--- src/rtl/core/assert_macros.svh ---
// ----------------------------------------------------------------------------
// Assertion macros
// Concurrent assertion shorthands shared by the RTL. Empty for synthesis.
// ----------------------------------------------------------------------------
`ifndef ASSERT_MACROS_SVH
`define ASSERT_MACROS_SVH

`ifndef SYNTHESIS

// Same-cycle implication, checked at every rising edge outside reset
`define ASSERT_IMPLY(lbl, ck, rs, ante, cons) \
  lbl: assert property (@(posedge ck) disable iff (rs) (ante) |-> (cons)) \
    else $error("same-cycle implication failed");

// Next-cycle implication, checked at every rising edge outside reset
`define ASSERT_NEXT(lbl, ck, rs, ante, cons) \
  lbl: assert property (@(posedge ck) disable iff (rs) (ante) |=> (cons)) \
    else $error("next-cycle implication failed");

`else

`define ASSERT_IMPLY(lbl, ck, rs, ante, cons)
`define ASSERT_NEXT(lbl, ck, rs, ante, cons)

`endif

`endif

--- src/rtl/core/msdp_pkg.sv ---
// ----------------------------------------------------------------------------
// msdp_pkg
// Types and constants of the masked-share dot product online block.
// ----------------------------------------------------------------------------
package msdp_pkg;

  localparam int WORD_W      = 64;
  localparam int HALF_W      = WORD_W / 2;
  localparam int PID_W       = 3;
  localparam int NUM_PARTIES = 5;
  localparam int NUM_OTHERS  = NUM_PARTIES - 1;
  localparam int SLOT_W      = $clog2(NUM_OTHERS);

  typedef logic [WORD_W-1:0] word_t;
  typedef logic [PID_W-1:0]  pid_t;

  // party identifiers
  localparam pid_t PID_1 = 3'd1;
  localparam pid_t PID_2 = 3'd2;
  localparam pid_t PID_3 = 3'd3;
  localparam pid_t PID_4 = 3'd4;
  localparam pid_t PID_5 = 3'd5;

  // result kinds
  localparam logic KIND_MSG   = 1'b0;
  localparam logic KIND_FINAL = 1'b1;

  typedef enum logic [1:0] {
    REQ_ELEM   = 2'd0,
    REQ_OFFSET = 2'd1,
    REQ_CLOSE  = 2'd2,
    REQ_RECV   = 2'd3
  } req_t;

  // control that travels alongside the product lanes
  typedef struct packed {
    logic  valid;
    req_t  req;
    word_t rx;
  } ctl_t;

  typedef struct packed {
    pid_t  dest;
    word_t value;
  } msg_t;

  // group of result words caused by one input word
  typedef struct packed {
    logic                        valid;
    logic                        kind;
    logic [SLOT_W-1:0]           last;
    msg_t [NUM_OTHERS-1:0]       msg;
    word_t                       addend;
  } bundle_t;

endpackage

--- src/rtl/core/msdp_out.sv ---
// ----------------------------------------------------------------------------
// msdp_out
// Output register holding one result group; hands its words out one per
// accepted transfer and stalls the pipeline until the group drains.
// ----------------------------------------------------------------------------
module msdp_out (
  input  logic                clk,
  input  logic                rst,
  input  msdp_pkg::bundle_t   pre,
  input  logic                out_ready,
  output logic                adv,
  output logic                out_valid,
  output logic                kind,
  output logic [2:0]          dest_party,
  output logic [2:0]          op_offset,
  output logic [63:0]         value,
  output logic                last_out
);
  import msdp_pkg::*;

  bundle_t           grp;
  bundle_t           grp_next;
  logic [SLOT_W-1:0] idx;
  logic              last_word;
  msg_t              cur;

  // Finish the final sum on the way into the output register
  always_comb begin
    grp_next              = pre;
    grp_next.msg[0].value = pre.msg[0].value + pre.addend;
    grp_next.addend       = '0;
  end

  assign last_word = (idx == grp.last);
  assign adv       = !grp.valid || (out_ready && last_word);
  assign cur       = grp.msg[idx];

  // Load a new group when the current one is done, else step through it
  always_ff @(posedge clk) begin
    if (rst) begin
      grp <= '0;
      idx <= '0;
    end else if (adv) begin
      grp <= grp_next;
      idx <= '0;
    end else if (out_ready) begin
      idx <= idx + SLOT_W'(1);
    end
  end

  assign out_valid  = grp.valid;
  assign kind       = grp.kind;
  assign dest_party = cur.dest;
  assign op_offset  = cur.dest - PID_1;
  assign value      = cur.value;
  assign last_out   = last_word;

endmodule

--- config.mk ---
export PLATFORM = sky130hd
export DESIGN_NAME = msdp_out
export DESIGN_NICKNAME = d
export VERILOG_FILES = /design/src/rtl/core/assert_macros.svh /design/src/rtl/core/msdp_pkg.sv /design/src/rtl/core/msdp_out.sv
export SDC_FILE = /design/constraint.sdc
export NUM_CORES = 1
export LEC_CHECK = 0
export BUFFER_PORTS_ARGS = -buffer_cell sky130_fd_sc_hd__buf_2
export CORE_ASPECT_RATIO = 1.1
export CORE_MARGIN = 2
export CORE_UTILIZATION = 48
export CTS_CLUSTER_DIAMETER = 80
export DETAILED_ROUTE_END_ITERATION = 8
export GPL_TIMING_DRIVEN = 0
export PLACE_DENSITY = 0.85
export RECOVER_POWER = 25
export SLEW_MARGIN = 20
export SYNTH_ARGS = -nofsm -noshare
export SYNTH_HDL_FRONTEND = slang
export SYNTH_SLANG_ARGS = --single-unit
export TNS_END_PERCENT = 30
--- constraint.sdc ---
create_clock -name clk -period 2.9 [get_ports clk]
set_clock_uncertainty 0.15 [all_clocks]
set_input_delay 0.435 -clock clk [delete_from_list [all_inputs] [get_ports clk]]
set_output_delay 0.435 -clock clk [all_outputs]
set_load 0.005 [all_outputs]
-- Yosys cells after proc, flatten, opt, wreduce, memory -nomap -nowiden
Cells that the tools add are included.
W data, S select, Z words.
- equal/unequal tests: 1
- $add $sub $neg: 3
- multiplexer cells: 2
- magnitude comparators: 1
- reduce and logical (&&, ||, !) cells: 4
- operators with widths (kind ; number):
    $bmux W67 S2 ; 1
    $mux W67 ; 1
    $add A64 B64 Y64 ; 1
    $lt A2 B3 Y1 const B ; 1
    $sub A3 B1 Y3 const B ; 1
    $add A2 B1 Y2 const B ; 1
    $eq A2 B2 Y1 ; 1
    $reduce_or A2 Y1 ; 1
    $logic_and A1 B1 Y1 ; 1
    $logic_not A1 Y1 ; 1
    $logic_or A1 B1 Y1 ; 1
- word-level logic and storage cells: 23
- register bits after elaboration: 274

-- Logic depth before layout (Yosys ltp)
Gate-level depths: netlist (run 1).
- depth after elaboration: 4
- mapped depth: 12
- mapped depth without buffers: 12

-- Least setup slack after synthesis (run 1)
No wires, ideal clock.
- kind: input to register
- start point: input pre[0] (netlist name)
- end point: register grp[124] (netlist name)
- cell stages on the path: 12
- slack: -220 ps
- path buffers: 0
- data arrival time: 2836 ps
- cells stage by stage: ha_1 > fa_1 > a21oi_1 > o211ai_1 > a21oi_1 > o21ai_2 > a31oi_2 > o41ai_4 > a211oi_2 > nor2_1 > a41oi_1 > a211oi_1
- word-level cells in the longest chain between the ends: 1
- ends and longest elaborated chain (item ; line ; RTL):
    from (decl) ; msdp_out.sv:9 ; input msdp_pkg::bundle_t pre,
    $add A64 B64 Y64 ; msdp_out.sv:30 ; grp_next.msg[0].value = pre.msg[0].value + pre.addend;
    to (signal assigned) ; msdp_out.sv:44 ; grp <= grp_next;
    to (decl) ; msdp_out.sv:21 ; bundle_t grp;
No other way between the ends.
A chain may end at the register's enable or synchronous reset.

-- Worst setup path in the final report (run 1)
- start point: register idx[0]
- end point: output adv
- word-level cells in the longest chain between the ends: 3
- ends and longest elaborated chain (item ; line ; RTL):
    from (decl) ; msdp_out.sv:23 ; logic [SLOT_W-1:0] idx;
    from (signal assigned) ; msdp_out.sv:47 ; idx <= idx + SLOT_W'(1);
    $eq A2 B2 Y1 ; msdp_out.sv:34 ; assign last_word = (idx == grp.last);
    $logic_and A1 B1 Y1 ; msdp_out.sv:35 ; assign adv = !grp.valid || (out_ready && last_word);
    $logic_or A1 B1 Y1 ; msdp_out.sv:35 ;
    to (decl) ; msdp_out.sv:11 ; output logic adv,
No other way between the ends.

==> metrics.md, run 1 <==
| Metric | Value |
|---|---|
| Util after Layout | 62.9% |
| Final setup vio count | 1 |
| Crit. End Element | output port |
| Critical path arrival | 2.35 ns |
| TNS Setup | -0.0389 ns |
| Net count, final | approximately 2700 |
| Wl on met1 | ~22 mm |
| Port Buffers | 412 |
| Post-synth EDFFs | 0 |
| Worst hold stages | 3 |
| Top_reg_cell synth | dfxtp_1 |
| Post-Syn Area | 14600 um2 |
| Final period util | 101% |
| Top Ports | 413 |
| Post-synthesis register bit count | approximately 270 |
| CORE AREA | between 30000 and 40000 um2 |
| Die Area | 31900 um2 |
| Reg2Reg Depth | 9 |
| Yosys warning count | 0 |
| Syn_area_per_cell | 8.09 um2 |
| Num CTS Buffers | 27 |
| Critical Path Fanout Max | 10 |
| FMAX | roughly 0.34 GHz |
| Max Cap Viol | 0 |
| Rows | 67 |
| H-tree levels | 1 |
| Synth area leader | dfxtp_1 |
| CP bufs+invs | 5 |
| Clock Sinks | 274 |
| DP Area | 17200 um2 |
| Initial core utilization | 48.4% |
| Internal power | 7.39 mW |
| Most common cell in the synthesized netlist | nand2_1 |
| Unrepaired setup endpoints after global routing | true |
| Tmin final | 2.94 ns |
| Synthesis-to-layout area growth | 30.1% |
| Maximum vdd drop | ~0.00045 V |
| Vias per cell | between 5 and 6 |
| DR WL met2 | 25.8 mm |
| Worst path cell trace | xor2_1, nor2_2, nand2_1, and2_1, inv_1, clkbuf_16, clkbuf_16, clkbuf_16, buf_2 |
| Die X | around 170 um |
| Post-DP HPWL | 42.7 mm |
| Syn nets | 2214 |
| DR WL met3 | 4.88 mm |
| Post-synthesis cell count | 1810 |
| Clock root buffer | clkbuf_16 |
| Hold/Removal Path Class | input pin to register |
| Top delay family on crit path | buffers and inverters |
| Hold path startpoint | pre[187] |
| CTS clk-pin slew, worst paths | ~0.06 ns |
| CP dominant cell by count | clkbuf_16 |
| Die extent in y | about 190 um |
| Total Wirelength | about 56 mm |
| Failing checks | setup timing |
| Clk_lat worst skew | 0.52 ns |
| GR Util All Layers | 33.5% |
| Top routing layer used | met5 |
| DRC viols | 0 |
| Hold WS | 0.0123 ns |
| Clock power frac | 34.0% |
| Initial DRC count | roughly 1500 |
| Logic pwr share | between 20% and 30% |
| Pwr per Cell Area | 562 nW/um2 |
| Critical setup path kind | register to output port |
| Sw Share | a little under a third |
| Sequential share of power | 40.8% |
| GP Congestion | about 0.95 |
| Pleak | about 8.3 nW |
| Power Total | 10.7 mW |
| Synth cell types | 71 |
| Initial antenna violation count | 8 |
| Setup WS pre-CTS | -1.40 ns |
| DRT antenna net count | 0 |
| GRT overflow | 0 |
| R2R setup slack | 0.03 ns |
| Total net switching power | 3.30 mW |
| Placed cells | 2636 |
| Largest net degree at the start of global routing | 15 |
| Clock Path Buffers | 3 |
| DR WL/cell | a little over 20 um |
| Fin. Hold Viols | 0 |
| Global-route wire length before repair | 83.0 mm |
| Setup crit start kind | register |
| Synth cell count leaders | nand2_1 (552), a21oi_1 (334), dfxtp_1 (274) |
| CTS tree | yes |
| WP data required | roughly 2.3 ns |
| Critical-path top delay cell | dfxtp_4 |
| Async set-reset flop share out of synthesis | 0% |
| Worst Max-Slew Pin Slew | 0.908 ns |
| Reg-to-reg endpoint | grp[169] |
| Final setup margin | -0.0389 ns |
| Slew HR | 39.5% |
| Layout cells sized above 1 | approximately a quarter |
| Slowest stage delay, CP | ~0.4 ns |
| Sequential share of the synthesized area | between 30 and 40% |
| Synth area leaders | dfxtp_1 (37%), nand2_1 (14%), a21oi_1 (11%), mux4_2 (10%), ha_1 (5.5%) |
| Vias | 16078 |
| DRT Pass-1 Iters | 6 |
| Finished Layout Cells | 2754 |
| Status | finished with violations |
| Number of global-route vias before repair | ~15000 |
| R2r startpoint | idx[0] |
| WHS Endpoint | grp[187] |
| Top-area cell type share of the netlist area | 37.5% |
| Design Area, Final | between 15000 and 20000 um2 |
| Max Slew Vio Count | 0 |
-- layout by cell type, fill, tap and decap left out, types with 30 or more instances in the layout --
cell,Yosys,final
nand2_1,552,552
buf_2,2,420
a21oi_1,334,325
dfxtp_1,274,272
clkbuf_1,109,95
mux4_2,67,67
ha_1,64,64
nor2_1,59,58
dlygate4sd3_1,0,50
o21ai_0,45,43
xnor2_1,35,35
clkbuf_16,0,30
-- power groups by stage --
stage / combinational, mW / sequential [mW] / clock, mW
final: 2.70 / 4.36 / 3.63
after CTS: 2.56 / 4.34 / 3.63
after floorplan: 1.51 / 4.29 / 0
after detailed placement: 2.46 / 4.42 / 0
after global placement: 2.42 / 4.41 / 0
after global routing: 2.89 / 4.38 / 3.78
-- final cells by class --
type	count	area, um2
Antenna cell	8	20.0
Buffer	123	616
Clock buffer	39	791
Clock inverter	8	119
Fill cell	2501	11200
Inverter	25	93.8
Multi-Input combinational cell	1386	8710
Sequential cell	274	5490
Tap cell	414	518
Timing Repair Buffer	477	2680
-- sequential cells by signal (all words and copies together), names as in the netlist --
register and flops:
out_valid 1, idx 2, grp 270, kind 1
-- worst reg2reg max path, stage by stage (launching register included) --
cell and delay (ns):
dfxtp_4 0.43, xor2_1 0.28, nor2_2 0.09, nand2_1 0.07, and2_1 0.14, clkbuf_1 0.39, clkbuf_2 0.43, clkbuf_1 0.49
nand2_1 0.15, a21oi_1 0.17
-- cells by family (layout without fill, tap and decap cells) --
kind of cell,Yosys count,in the layout,synth area share (%)
simple gates,704,704,19.5
compound gates,490,490,19.3
flops,274,274,37.5
buf+inv,150,672,4.18
mux,71,71,10.6
fa+ha+maj,65,65,5.61
xor+xnor,56,56,3.35
other cells,0,8,0
-- how the worst max path moves through the flow --
stage,startpoint,to,slack (ns),cells after the start
2_1_floorplan,pre[0],grp[124],-0.0002,12
3_3_place_gp,idx[0],adv,-1.42,10
3_5_place_dp,idx[0],adv,-1.40,10
4_1_cts,idx[1],adv,-0.06,9
5_1_grt,idx[0],adv,-0.07,9
6_report,idx[0],adv,-0.04,9
-- metal layers --
metal | global-route usage, % | vias to the layer above
met2 | 55.0 | 1011
met5 | 0 | -
met4 | 16.0 | 2
li1 | - | 7312
met3 | 4.02 | 221
met1 | 43.8 | 7532
-- timing repair --
action | in CTS | in global routing
setup buffers | 2 | 13
gates cloned | 0 | 0
pin swaps | 5 | 16
gates resized for setup | 45 | 31
hold endpoints to repair | 50 | 0
hold buffers | 50 | 0
setup endpoints to repair | 343 | 57
Note: power is estimated with default switching activity, not from simulation.
==> run 2, diff against run 1 <==
--- a/config.mk
+++ b/config.mk
@@ -8,11 +8,11 @@
 export BUFFER_PORTS_ARGS = -buffer_cell sky130_fd_sc_hd__buf_2
 export CORE_ASPECT_RATIO = 1.1
 export CORE_MARGIN = 2
-export CORE_UTILIZATION = 48
+export CORE_UTILIZATION = 35
 export CTS_CLUSTER_DIAMETER = 80
 export DETAILED_ROUTE_END_ITERATION = 8
 export GPL_TIMING_DRIVEN = 0
-export PLACE_DENSITY = 0.85
+export PLACE_DENSITY = 0.68
 export RECOVER_POWER = 25
 export SLEW_MARGIN = 20
 export SYNTH_ARGS = -nofsm -noshare
==> run 2 against run 1 <==
The flow now finishes without violations. Final area grew 8.5%. Setup slack better by 0.049 ns. Die area is 36% higher. Final cell count increased by 10%. Critical path depth fell by 3. First-iteration DRC count decreased by 36%. Sequential cell count unchanged. Highest routed layer unchanged.
==> metrics.md, run 2 (synthesized netlist as in run 1, its figures left out) <==
| Metric | Value |
|---|---|
| Final setup vio count | 0 |
| Hold WS | 0.0131 ns |
| Max Slew Vio Count | 0 |
| Fill count | 3869 |
| Largest net degree at the start of global routing | 15 |
| Clock root buffer | clkbuf_16 |
| Reg2Reg Depth | 9 |
| Top reg by flops | grp |
| Setup WS pre-CTS | -1.80 ns |
| Reg-to-reg endpoint | grp[258] |
| Global-route wire length before repair | 91.9 mm |
| DR WL/cell | 20.5 um |
| Design Area, Final | 20700 um2 |
| Fin. Hold Viols | 0 |
| Port Buffers | about 410 |
| Worst hold stages | 3 |
| GR Util All Layers | 27.8% |
| Top Ports | 413 |
| Vias | 16342 |
| Status | completed |
| Initial DRC count | 982 |
| Crit. End Element | output port |
| Num CTS Buffers | 28 |
| Most common cell after layout, fill and taps aside | nand2_1 |
| Number of global-route vias before repair | 16143 |
| Critical Path Fanout Max | 10 |
| Hold/Removal Path Class | input pin to register |
| R2r startpoint | idx[0] |
| Tmin final | approximately 2.9 ns |
| Unrepaired setup endpoints after global routing | true |
| Initial antenna violation count | 5 |
| Commonest cells after routing, fill and taps aside | nand2_1 (552), buf_2 (412), a21oi_1 (326), dfxtp_1 (272), dlygate4sd3_1 (188) |
| Clock Sinks | 274 |
| Placed cells | 2782 |
| CORE AREA | 41300 um2 |
| Finished Layout Cells | ~3000 |
| Die X | 199 um |
| Initial core utilization | 35.5% |
| R2R setup slack | approximately 0.050 ns |
| Worst Max-Slew Pin Slew | 0.948 ns |
| Hold path startpoint | pre[248] |
| FF+latch area | 5490 um2 |
| Slew HR | a little under two fifths |
| Layout cells sized above 1 | approximately a quarter |
| WP data required | between 2 and 2.5 ns |
| Slowest stage delay, CP | 0.45 ns |
| Setup crit start kind | register |
| Die extent in y | 218 um |
| WHS Endpoint | grp[248] |
| Critical setup path kind | register to output port |
| Multi-input logic area | just under 9000 um2 |
| DP Area | 17400 um2 |
| Critical path arrival | 2.30 ns |
| Post-DP HPWL | roughly 47 mm |
| Maximum vdd drop | ~0.00048 V |
| Final period util | 99.6% |
| FMAX | 0.346 GHz |
| Max FFs per register | 270 |
| Rows | 78 |
| DRC viols | 0 |
| Pleak | 8.91 nW |
| Worst path cell trace | clkbuf_8, mux4_2, inv_2, ha_2, xor2_1, buf_2 |
| DRT Pass-1 Iters | 7 |
| Max Cap Viol | 0 |
| Net count, final | 2859 |
| TNS Setup | 0 ns |
| Synthesis-to-layout area growth | 41.2% |
| Largest registers | grp x270, idx x2 |
| Total Wirelength | 62.4 mm |
| Clock Path Buffers | 3 |
| DRT antenna net count | 0 |
| H-tree levels | 1 |
| Pwr per Cell Area | 524 nW/um2 |
| Clk_lat worst skew | 0.56 ns |
| CTS clk-pin slew, worst paths | roughly 0.060 ns |
| GP Congestion | 0.971 |
| Final setup margin | 0.0105 ns |
| Critical-path top delay cell | dfxtp_4 |
| Die Area | 43500 um2 |
| CTS tree | yes |
| GRT overflow | 0 |
| Vias per cell | between 5 and 6 |
==> run 2: cell count changes in the layout (fill, tap and decap cells not counted), moves of 3 or more <==
cell	before	now
clkinv_2	4	7
diode_2	8	4
clkbuf_1	95	102
buf_2	420	412
buf_4	17	20
dlygate4sd3_1	50	188
ha_2	0	4
ha_1	64	58
==> run 2: how the worst max path moves through the flow <==
| stage | from | to | slack [ns] |
|---|---|---|---|
| after CTS | pre[0] | grp[126] | -0.04 |
| after global routing | pre[1] | grp[115] | -0.02 |
| after global placement | idx[0] | adv | -1.67 |
| after floorplan | pre[0] | grp[124] | -0.0002 |
| after detailed placement | idx[0] | adv | -1.80 |
| final | idx[0] | op_offset[2] | 0.01 |
==> run 2: layout make-up <==
type | count | share of cell area [%]
Sequential cell | 274 | 26.6
Clock inverter | 10 | 0.436
Timing Repair Buffer | 617 | 19.7
Multi-Input combinational cell | 1386 | 42.4
Antenna cell | 4 | 0.0484
Buffer | 123 | 3.06
Tap cell | 560 | 3.39
Inverter | 25 | 0.454
Clock buffer | 42 | 3.89
==> run 2: what timing repair did <==
action	in CTS	in global routing
hold buffers	188	0
endpoints found under the hold margin	188	0
endpoints found under the setup margin	343	72
buffers inserted	1	16
pin swaps	4	22
resized for setup	55	40
==> run 2: power by group <==
part	switching [mW]	leakage [nW]	internal, mW
Sequential	0.271	2.28	4.11
Clock	1.55	0.445	2.01
Combinational	1.61	6.19	1.27
==> run 2: metrics by stage <==
step                utilization (%)  total power [mW]
floorplan                         -              5.81
global placement               42.2              6.92
detailed placement             42.2              6.95
CTS                            49.4              10.7
global route                   50.0              11.3
finish                         50.0              10.8
==> run 2: critical path, delay by kind of cell, from the launching register on <==
family	cells	cell delay, ns
buffers and inverters	3	0.49
DFF	1	0.45
muxes	1	0.41
adders and majority gates	1	0.25
xor gates and xnor gates	1	0.14
==> run 2: per-layer routing <==
layer / up-vias / part of all wire [%] / GRT usage [%]
met1: 7664 / 41 / 35.2
met3: 244 / 6.7 / 3.94
met4: 2 / 6.4 / 15.9
met2: 825 / 45 / 45.3
met5: - / 0.018 / 0
li1: 7607 / - / -
